**config.mk**
```make
export PLATFORM = sky130hd
export DESIGN_NAME = lowest_free_id_allocator_top
export DESIGN_NICKNAME = d
export VERILOG_FILES = /design/src/design/lfia_pkg.sv /design/src/design/lowest_free_id_allocator_top.sv /design/src/design/lfia_ctrl.sv /design/src/design/lfia_datapath.sv
export SDC_FILE = /design/constraint.sdc
export NUM_CORES = 1
export LEC_CHECK = 0
export BUFFER_PORTS_ARGS = -buffer_cell sky130_fd_sc_hd__buf_2
export CORE_MARGIN = 2
export CORE_UTILIZATION = 50
export DETAILED_ROUTE_END_ITERATION = 6
export GPL_ROUTABILITY_DRIVEN = 1
export PLACE_DENSITY = 0.69
export SYNTH_ARGS = -nofsm -noshare
export SYNTH_HDL_FRONTEND = slang
export SYNTH_SLANG_ARGS = --single-unit
```
**constraint.sdc**
```tcl
create_clock -name clk_i -period 7.38 [get_ports clk_i]
set_clock_uncertainty 0.05 [all_clocks]
set_input_delay 1.107 -clock clk_i [delete_from_list [all_inputs] [get_ports clk_i]]
set_output_delay 1.107 -clock clk_i [all_outputs]
set_load 0.005 [all_outputs]
```
**src/design/lfia_pkg.sv**
```systemverilog
// Shared types and constants for the lowest free identifier allocator.
`timescale 1ns / 1ps

package lfia_pkg;

  localparam int ID_W      = 8;
  localparam int ACT_W     = 2;
  localparam int ST_W      = 2;
  // Flags are stored sixteen entries to a memory word.
  localparam int WORD_BITS = 16;
  localparam int WORD_LG   = 4;
  // Width used for index arithmetic; holds the largest table size plus a word.
  localparam int EXT_W     = 10;
  localparam int ID_LIMIT  = 256;

  typedef enum logic [ACT_W-1:0] {
    ACT_ALLOC   = 2'd0,
    ACT_FREE    = 2'd1,
    ACT_BLOCK   = 2'd2,
    ACT_UNBLOCK = 2'd3
  } action_e;

  typedef enum logic [ST_W-1:0] {
    ST_OK      = 2'd0,
    ST_UNKNOWN = 2'd1,
    ST_BLOCKED = 2'd2,
    ST_FULL    = 2'd3
  } status_e;

  // Commands from the controller to the datapath.
  typedef struct packed {
    logic load;    // latch a new item and point at its first word
    logic step;    // move the scan to the next word
    logic append;  // point at the word that holds the next new index
    logic commit;  // update the flags and load the result register
  } cmd_t;

  // Status from the datapath to the controller.
  typedef struct packed {
    logic is_alloc;   // latched item is an allocate
    logic appending;  // current word is being read for an append
    logic found;      // current word has a free, unblocked entry
    logic more;       // another existing word follows the current one
    logic room;       // the table can still grow
    logic slot_free;  // the result register can take a result
  } stat_t;

endpackage

```
**src/design/lowest_free_id_allocator_top.sv**
```systemverilog
// Free, block and unblock read the target's flag word, then commit the result.
// Allocate scans the 16-entry flag words in order from the first, and reads the
// word at the table's end as well when the table grows.
// One item is in work at a time; the single-port flag memory is read one
// 16-entry word at a time. A result waits in its own register.
// Reset clears the entry count and control only; the flags need no clearing.
`timescale 1ns / 1ps

module lowest_free_id_allocator_top #(
  parameter int MAX_IDS = 256
) (
  input  logic        clk_i,
  input  logic        rst_ni,
  input  logic        s_axis_tvalid,
  output logic        s_axis_tready,
  input  logic [15:0] s_axis_tdata,   // [1:0] action, [9:2] target_id, [15:10] zero
  output logic        m_axis_tvalid,
  input  logic        m_axis_tready,
  output logic [15:0] m_axis_tdata    // [7:0] granted_id, [9:8] status, [15:10] zero
);

  lfia_pkg::cmd_t  cmd;
  lfia_pkg::stat_t stat;
  logic [lfia_pkg::ID_W-1:0] granted_id;
  logic [lfia_pkg::ST_W-1:0] status;

  lfia_ctrl u_ctrl (
    .clk_i         (clk_i),
    .rst_ni        (rst_ni),
    .s_axis_tvalid (s_axis_tvalid),
    .s_axis_tready (s_axis_tready),
    .stat_i        (stat),
    .cmd_o         (cmd)
  );

  lfia_datapath #(
    .MAX_IDS (MAX_IDS)
  ) u_datapath (
    .clk_i        (clk_i),
    .rst_ni       (rst_ni),
    .action_i     (s_axis_tdata[1:0]),
    .target_id_i  (s_axis_tdata[9:2]),
    .cmd_i        (cmd),
    .stat_o       (stat),
    .out_valid_o  (m_axis_tvalid),
    .out_ready_i  (m_axis_tready),
    .granted_id_o (granted_id),
    .status_o     (status)
  );

  assign m_axis_tdata = {6'b0, status, granted_id};

endmodule

```
**src/design/lfia_ctrl.sv**
```systemverilog
// Controller state machine that sequences reads, scans and commits.
`timescale 1ns / 1ps

module lfia_ctrl (
  input  logic           clk_i,
  input  logic           rst_ni,
  input  logic           s_axis_tvalid,
  output logic           s_axis_tready,
  input  lfia_pkg::stat_t stat_i,
  output lfia_pkg::cmd_t  cmd_o
);

  typedef enum logic [1:0] {
    S_IDLE,
    S_READ,
    S_EVAL
  } state_e;

  state_e state_q, state_d;
  logic   finish;

  always_comb begin
    cmd_o         = '0;
    state_d       = state_q;
    s_axis_tready = (state_q == S_IDLE);
    // An item is finished unless an allocate still has words to look at.
    finish = !stat_i.is_alloc || stat_i.appending || stat_i.found ||
             (!stat_i.more && !stat_i.room);
    case (state_q)
      S_IDLE: begin
        if (s_axis_tvalid) begin
          cmd_o.load = 1'b1;
          state_d    = S_READ;
        end
      end
      S_READ: begin
        state_d = S_EVAL;
      end
      S_EVAL: begin
        if (finish) begin
          if (stat_i.slot_free) begin
            cmd_o.commit = 1'b1;
            state_d      = S_IDLE;
          end
        end else if (stat_i.more) begin
          cmd_o.step = 1'b1;
          state_d    = S_READ;
        end else begin
          cmd_o.append = 1'b1;
          state_d      = S_READ;
        end
      end
      default: begin
        state_d = S_IDLE;
      end
    endcase
  end

  always_ff @(posedge clk_i or negedge rst_ni) begin
    if (!rst_ni) begin
      state_q <= S_IDLE;
    end else begin
      state_q <= state_d;
    end
  end

endmodule

```
**src/design/lfia_datapath.sv**
```systemverilog
// Datapath: flag memory, word scan, entry count and result register.
`timescale 1ns / 1ps

module lfia_datapath #(
  parameter int MAX_IDS = 256
) (
  input  logic                          clk_i,
  input  logic                          rst_ni,
  input  logic [lfia_pkg::ACT_W-1:0]    action_i,
  input  logic [lfia_pkg::ID_W-1:0]     target_id_i,
  input  lfia_pkg::cmd_t                cmd_i,
  output lfia_pkg::stat_t               stat_o,
  output logic                          out_valid_o,
  input  logic                          out_ready_i,
  output logic [lfia_pkg::ID_W-1:0]     granted_id_o,
  output logic [lfia_pkg::ST_W-1:0]     status_o
);

  localparam int CAP    = (MAX_IDS < lfia_pkg::ID_LIMIT) ? MAX_IDS : lfia_pkg::ID_LIMIT;
  localparam int CNT_W  = $clog2(CAP + 1);
  localparam int NWORDS = (CAP + lfia_pkg::WORD_BITS - 1) / lfia_pkg::WORD_BITS;
  localparam int WA_W   = (NWORDS > 1) ? $clog2(NWORDS) : 1;
  localparam int WB     = lfia_pkg::WORD_BITS;
  localparam int EW     = lfia_pkg::EXT_W;
  localparam logic [EW-1:0] CAP_V = EW'(CAP);

  // Each word holds the block bits above the busy bits.
  logic [2*WB-1:0] mem [NWORDS];
  logic [2*WB-1:0] rdata_q;
  logic [2*WB-1:0] wdata;
  logic            we;

  lfia_pkg::action_e            act_q;
  logic [lfia_pkg::ID_W-1:0]    tgt_q;
  logic [WA_W-1:0]              addr_q;
  logic                         append_q;
  logic [CNT_W-1:0]             count_q;
  logic                         out_valid_q;
  logic [lfia_pkg::ID_W-1:0]    granted_q;
  logic [lfia_pkg::ST_W-1:0]    status_q;

  logic [EW-1:0]          cnt_ext;
  logic [EW-1:0]          tgt_ext;
  logic [EW-1:0]          base;
  logic [WB-1:0]          busy;
  logic [WB-1:0]          blocked;
  logic [WB-1:0]          valid;
  logic [WB-1:0]          avail;
  logic [lfia_pkg::WORD_LG-1:0] enc;
  logic [lfia_pkg::WORD_LG-1:0] bit_sel;
  logic                   unknown;
  logic                   slot_free;
  logic [lfia_pkg::ID_W-1:0]    res_id;
  logic [lfia_pkg::ST_W-1:0]    res_st;

  assign cnt_ext   = {{(EW-CNT_W){1'b0}}, count_q};
  assign tgt_ext   = {{(EW-lfia_pkg::ID_W){1'b0}}, tgt_q};
  assign base      = {{(EW-WA_W-lfia_pkg::WORD_LG){1'b0}}, addr_q, {lfia_pkg::WORD_LG{1'b0}}};
  assign busy      = rdata_q[WB-1:0];
  assign blocked   = rdata_q[2*WB-1:WB];
  assign unknown   = (tgt_ext >= cnt_ext);
  assign slot_free = !out_valid_q || out_ready_i;
  assign bit_sel   = tgt_q[lfia_pkg::WORD_LG-1:0];

  // Entries at or above the count were never written and are masked out.
  always_comb begin
    for (int b = 0; b < WB; b++) begin
      valid[b] = ((base + EW'(b)) < cnt_ext);
    end
    avail = ~busy & ~blocked & valid;
    enc   = '0;
    for (int b = WB - 1; b >= 0; b--) begin
      if (avail[b]) begin
        enc = lfia_pkg::WORD_LG'(b);
      end
    end
  end

  assign stat_o.is_alloc  = (act_q == lfia_pkg::ACT_ALLOC);
  assign stat_o.appending = append_q;
  assign stat_o.found     = |avail;
  assign stat_o.more      = ((base + EW'(WB)) < cnt_ext);
  assign stat_o.room      = (cnt_ext < CAP_V);
  assign stat_o.slot_free = slot_free;

  // Flag update and result for the item being committed.
  always_comb begin
    wdata  = rdata_q;
    we     = 1'b0;
    res_id = '0;
    res_st = lfia_pkg::ST_OK;
    if (act_q == lfia_pkg::ACT_ALLOC) begin
      if (append_q) begin
        wdata[cnt_ext[lfia_pkg::WORD_LG-1:0]]      = 1'b1;
        wdata[WB + cnt_ext[lfia_pkg::WORD_LG-1:0]] = 1'b0;
        we     = 1'b1;
        res_id = cnt_ext[lfia_pkg::ID_W-1:0];
      end else if (|avail) begin
        wdata[enc] = 1'b1;
        we         = 1'b1;
        res_id     = base[lfia_pkg::ID_W-1:0] | {{(lfia_pkg::ID_W-lfia_pkg::WORD_LG){1'b0}}, enc};
      end else begin
        res_st = lfia_pkg::ST_FULL;
      end
    end else if (unknown) begin
      res_st = lfia_pkg::ST_UNKNOWN;
    end else begin
      we = 1'b1;
      case (act_q)
        lfia_pkg::ACT_FREE: begin
          wdata[bit_sel] = 1'b0;
          if (blocked[bit_sel]) begin
            res_st = lfia_pkg::ST_BLOCKED;
          end
        end
        lfia_pkg::ACT_BLOCK: begin
          wdata[WB + bit_sel] = 1'b1;
        end
        default: begin
          wdata[WB + bit_sel] = 1'b0;
        end
      endcase
    end
  end

  always_ff @(posedge clk_i) begin
    if (cmd_i.commit && we) begin
      mem[addr_q] <= wdata;
    end
    rdata_q <= mem[addr_q];
  end

  // Latched item and scan position.
  always_ff @(posedge clk_i) begin
    if (cmd_i.load) begin
      act_q    <= lfia_pkg::action_e'(action_i);
      tgt_q    <= target_id_i;
      append_q <= 1'b0;
      if (lfia_pkg::action_e'(action_i) == lfia_pkg::ACT_ALLOC) begin
        addr_q <= '0;
      end else begin
        addr_q <= target_id_i[lfia_pkg::WORD_LG +: WA_W];
      end
    end else if (cmd_i.step) begin
      addr_q <= addr_q + 1'b1;
    end else if (cmd_i.append) begin
      addr_q   <= cnt_ext[lfia_pkg::WORD_LG +: WA_W];
      append_q <= 1'b1;
    end
  end

  always_ff @(posedge clk_i or negedge rst_ni) begin
    if (!rst_ni) begin
      count_q     <= '0;
      out_valid_q <= 1'b0;
    end else begin
      if (cmd_i.commit && (act_q == lfia_pkg::ACT_ALLOC) && append_q) begin
        count_q <= count_q + 1'b1;
      end
      if (cmd_i.commit) begin
        out_valid_q <= 1'b1;
      end else if (out_ready_i) begin
        out_valid_q <= 1'b0;
      end
    end
  end

  always_ff @(posedge clk_i) begin
    if (cmd_i.commit) begin
      granted_q <= res_id;
      status_q  <= res_st;
    end
  end

  assign out_valid_o  = out_valid_q;
  assign granted_id_o = granted_q;
  assign status_o     = status_q;

endmodule

```
==> impl_metrics.env <==
export IMPL_status="finished clean"
export IMPL_synth_edff_count=536
export IMPL_cts_setup_buffers=0
export IMPL_io_pins=38
export IMPL_synth_fa_ha_area_share_pct=1.55
export IMPL_clock_latency_ns=0.61
export IMPL_tns_ns=0
export IMPL_synth_async_reset_ratio_pct=2.07
export IMPL_p_per_area_nw_per_um2=321
export IMPL_rsz0062_at_grt="no"
export IMPL_drt_wl_total_um=56500
export IMPL_max_freq_ghz=0.186
export IMPL_ys_seq_area_share_pct=70.6
export IMPL_grt_busiest_layer="met2"
export IMPL_grt_max_degree=92
export IMPL_setup_ws_ns=2.01
export IMPL_p_leak_nw=8.77
export IMPL_gp_congestion=0.981
export IMPL_ant_nets=0
export IMPL_reg2reg_depth=10
export IMPL_worstSetupStartpointType="flop"
export IMPL_ys_types=87
export IMPL_numCtsBuffers=56
export IMPL_use_met2_pct=35.2
export IMPL_initial_utilization_pct=50.6
export IMPL_end_kind="flop"
export IMPL_dr_pass1_iters=5
export IMPL_drt_wirelength_per_cell_um=28.4
export IMPL_grt_pass1_vias=12704
export IMPL_synth_compound_area_share_pct=5.75
export IMPL_maxCapViolCount=0
export IMPL_synth_mux_area_share_pct=15.5
export IMPL_yosys_warnings=0
export IMPL_arrival_ns=5.60
export IMPL_synth_flop_cell="edfxtp_1"
export IMPL_area_growth_synth_to_final_pct=11.1
export IMPL_critical_path_class="reg -> reg"
export IMPL_timing_final_crit_period_ns=5.37
export IMPL_slew_headroom_pct=10.8
export IMPL_grt_total_usage_pct=23.0
export IMPL_ys_seq_elements=581
export IMPL_synth_xor_area_share_pct=0.363
export IMPL_antenna_found_initial=0
export IMPL_met3_usage_pct=4.49
export IMPL_clk_path_buf_depth=3
export IMPL_fillCellCount=3560
export IMPL_hold_viol=0
export IMPL_synth_simple_gate_area_share_pct=4.28
export IMPL_ctsHoldBuffers=0
export IMPL_viasPerCell=6.41
export IMPL_route_detailed_drc=0
export IMPL_grt_pass1_wl_um=83400
export IMPL_overflow=0
export IMPL_pre_cts_ws_ns=2.08
export IMPL_synth_top_family_by_area="multiplexers"
export IMPL_hold_path_class="in -> async"
export IMPL_cp_max_fo=21
export IMPL_syn_area_per_cell_sq_um=18.8
export IMPL_finalSetupViolations=0
export IMPL_worst_pin_slew_ns=1.34
export IMPL_clock_sinks=581
export IMPL_cts_root_buf="clkbuf_16"
export IMPL_dpl_hpwl_um=32800
export IMPL_slew_violations=0
export IMPL_drtIter0Drc=1370
export IMPL_n_antenna_cell=0
export IMPL_dieArea_sq_um=50100
export IMPL_cts_resized=0
export IMPL_port_buffers=25
export IMPL_htreeDepth=2
export IMPL_finalCritPeriodShare_pct=72.7
export IMPL_rows=80
export IMPL_vdd_ir_drop_max_v=0.000189
export IMPL_mappedNetlistArea_sq_um=24100
export IMPL_cts_tree="yes"
export IMPL_drive_gt1_share_pct=25.7
export IMPL_grtUsageMet1_pct=33.7
export IMPL_syn_inst=1287
export IMPL_die_w_um=224
export IMPL_die_y_um=224
export IMPL_num_vias=12760
export IMPL_final_nets=1378
export IMPL_cp_required_ns=7.61
export IMPL_cts_clk_slew_worst_paths_ns=0.06
export IMPL_core_area_sq_um=47700
==> cells in the final DEF, fill, tap and decap left out, types with 14 or more instances in the layout <==
cell type and count:
clkbuf_16 58, nor2_1 34, buf_4 28, inv_1 23, o22ai_1 16, nand3_1 25, ha_1 30, nand2_1 43
a21oi_1 55, edfxtp_1 536, a31oi_1 14, mux4_2 165, dfxtp_1 33, a21o_1 15, o21ai_0 39, buf_2 25
==> routing by layer <==
layer | up-vias | routed length, um | share of wire (%)
met4 | 0 | 1430 | 2.5
met1 | 6704 | 24400 | 43
li1 | 5417 | - | -
met3 | 90 | 4420 | 7.8
met5 | - | 0 | 0
met2 | 549 | 26200 | 46
==> critical path, cell delays in order, from the launching register on <==
cell      delay, ns
edfxtp_1       1.04
ha_1           0.50
a21oi_1        0.21
o22ai_2        0.24
nor2_1         0.49
a21oi_2        0.19
and4_1         0.29
and2_1         0.27
a211oi_4       0.42
and3_2         0.90
buf_4          0.41
==> cell usage after synthesis, drive strengths merged (6+ instances only) <==
library cell | number | area share (%)
and3 | 18 | 0.47
buf | 28 | 0.76
dfrtp | 12 | 1.2
and2 | 6 | 0.17
dfxtp | 33 | 2.7
nand2 | 44 | 0.69
o31ai | 6 | 0.19
inv | 24 | 0.37
nand3 | 26 | 0.56
o21ai | 42 | 0.87
nor2b | 7 | 0.18
xnor2 | 9 | 0.33
nor2 | 37 | 0.60
mux4 | 165 | 15
o22ai | 18 | 0.49
clkbuf | 48 | 0.75
a31oi | 14 | 0.36
edfxtp | 536 | 67
a21oi | 60 | 1.3
nor3 | 11 | 0.25
o32ai | 11 | 0.40
ha | 30 | 1.6
a21o | 15 | 0.47
==> power by group <==
part | leakage [nW] | total (W) | internal [W] | switching [W]
combinational | 2.55 | 0.00152 | 0.000567 | 0.000954
clock | 0.917 | 0.00286 | 0.00167 | 0.00119
sequential | 5.30 | 0.00424 | 0.00408 | 0.000159
==> per-stage QoR <==
stage                     cell area (sq um)  util [%]  power [W]  hold slack [ns]  cells
after global routing                  26800      56.2    0.00893            0.335   1990
after CTS                             26800      56.1    0.00865            0.310   1989
final                                 26800      56.2    0.00862            0.332   1990
after detailed placement              24900      52.3    0.00581            0.474   1884
after global placement                24900      52.3    0.00577            0.452   1884
after floorplan                       24200         -    0.00528            0.429   1292
==> worst paths after layout <==
path	from	endpoint	slack [ns]
setup / recovery	u_datapath.addr_q[1]	u_datapath.mem[7][2]	2.01
hold / removal	rst_ni	u_datapath.count_q[0]	0.33
setup reg to reg	u_datapath.addr_q[1]	u_datapath.mem[7][2]	2.01
hold reg to reg	u_ctrl.state_q[1]	u_ctrl.state_q[1]	0.48
max in group asynchronous	rst_ni	u_datapath.count_q[1]	6.70
min in group clk_i	u_ctrl.state_q[1]	u_ctrl.state_q[1]	0.48
==> sequential cells by signal, indices dropped and copies added (netlist names) <==
signal	cells
u_datapath.status_o	2
u_datapath.mem	512
u_ctrl.state_q	2
u_datapath.act_q	2
u_datapath.granted_id_o	8
u_datapath.append_q	1
u_datapath.rdata_q	32
u_datapath.count_q	9
u_datapath.out_valid_o	1
u_datapath.addr_q	4
u_datapath.tgt_q	8
==> area by class of cell <==
class	count	area, sq um	share of cell area (%)
flip-flops and latches	581	17100	63.6
multi-input cells	610	6690	24.9
clock buffers	76	1580	5.89
well taps	615	769	2.87
repair buffers	54	355	1.32
clock inverters	29	278	1.04
inverters	25	93.8	0.350
==> kinds of logic after synthesis <==
kind of cell               Yosys count
AOI/OAI and AO/OA                  206
DFF                                581
adders and majority gates           30
buffers and inverters              101
and+or+nand+nor                    190
xor gates and xnor gates            10
other                                1
muxes                              168
Note: power is estimated with default switching activity, not from simulation.
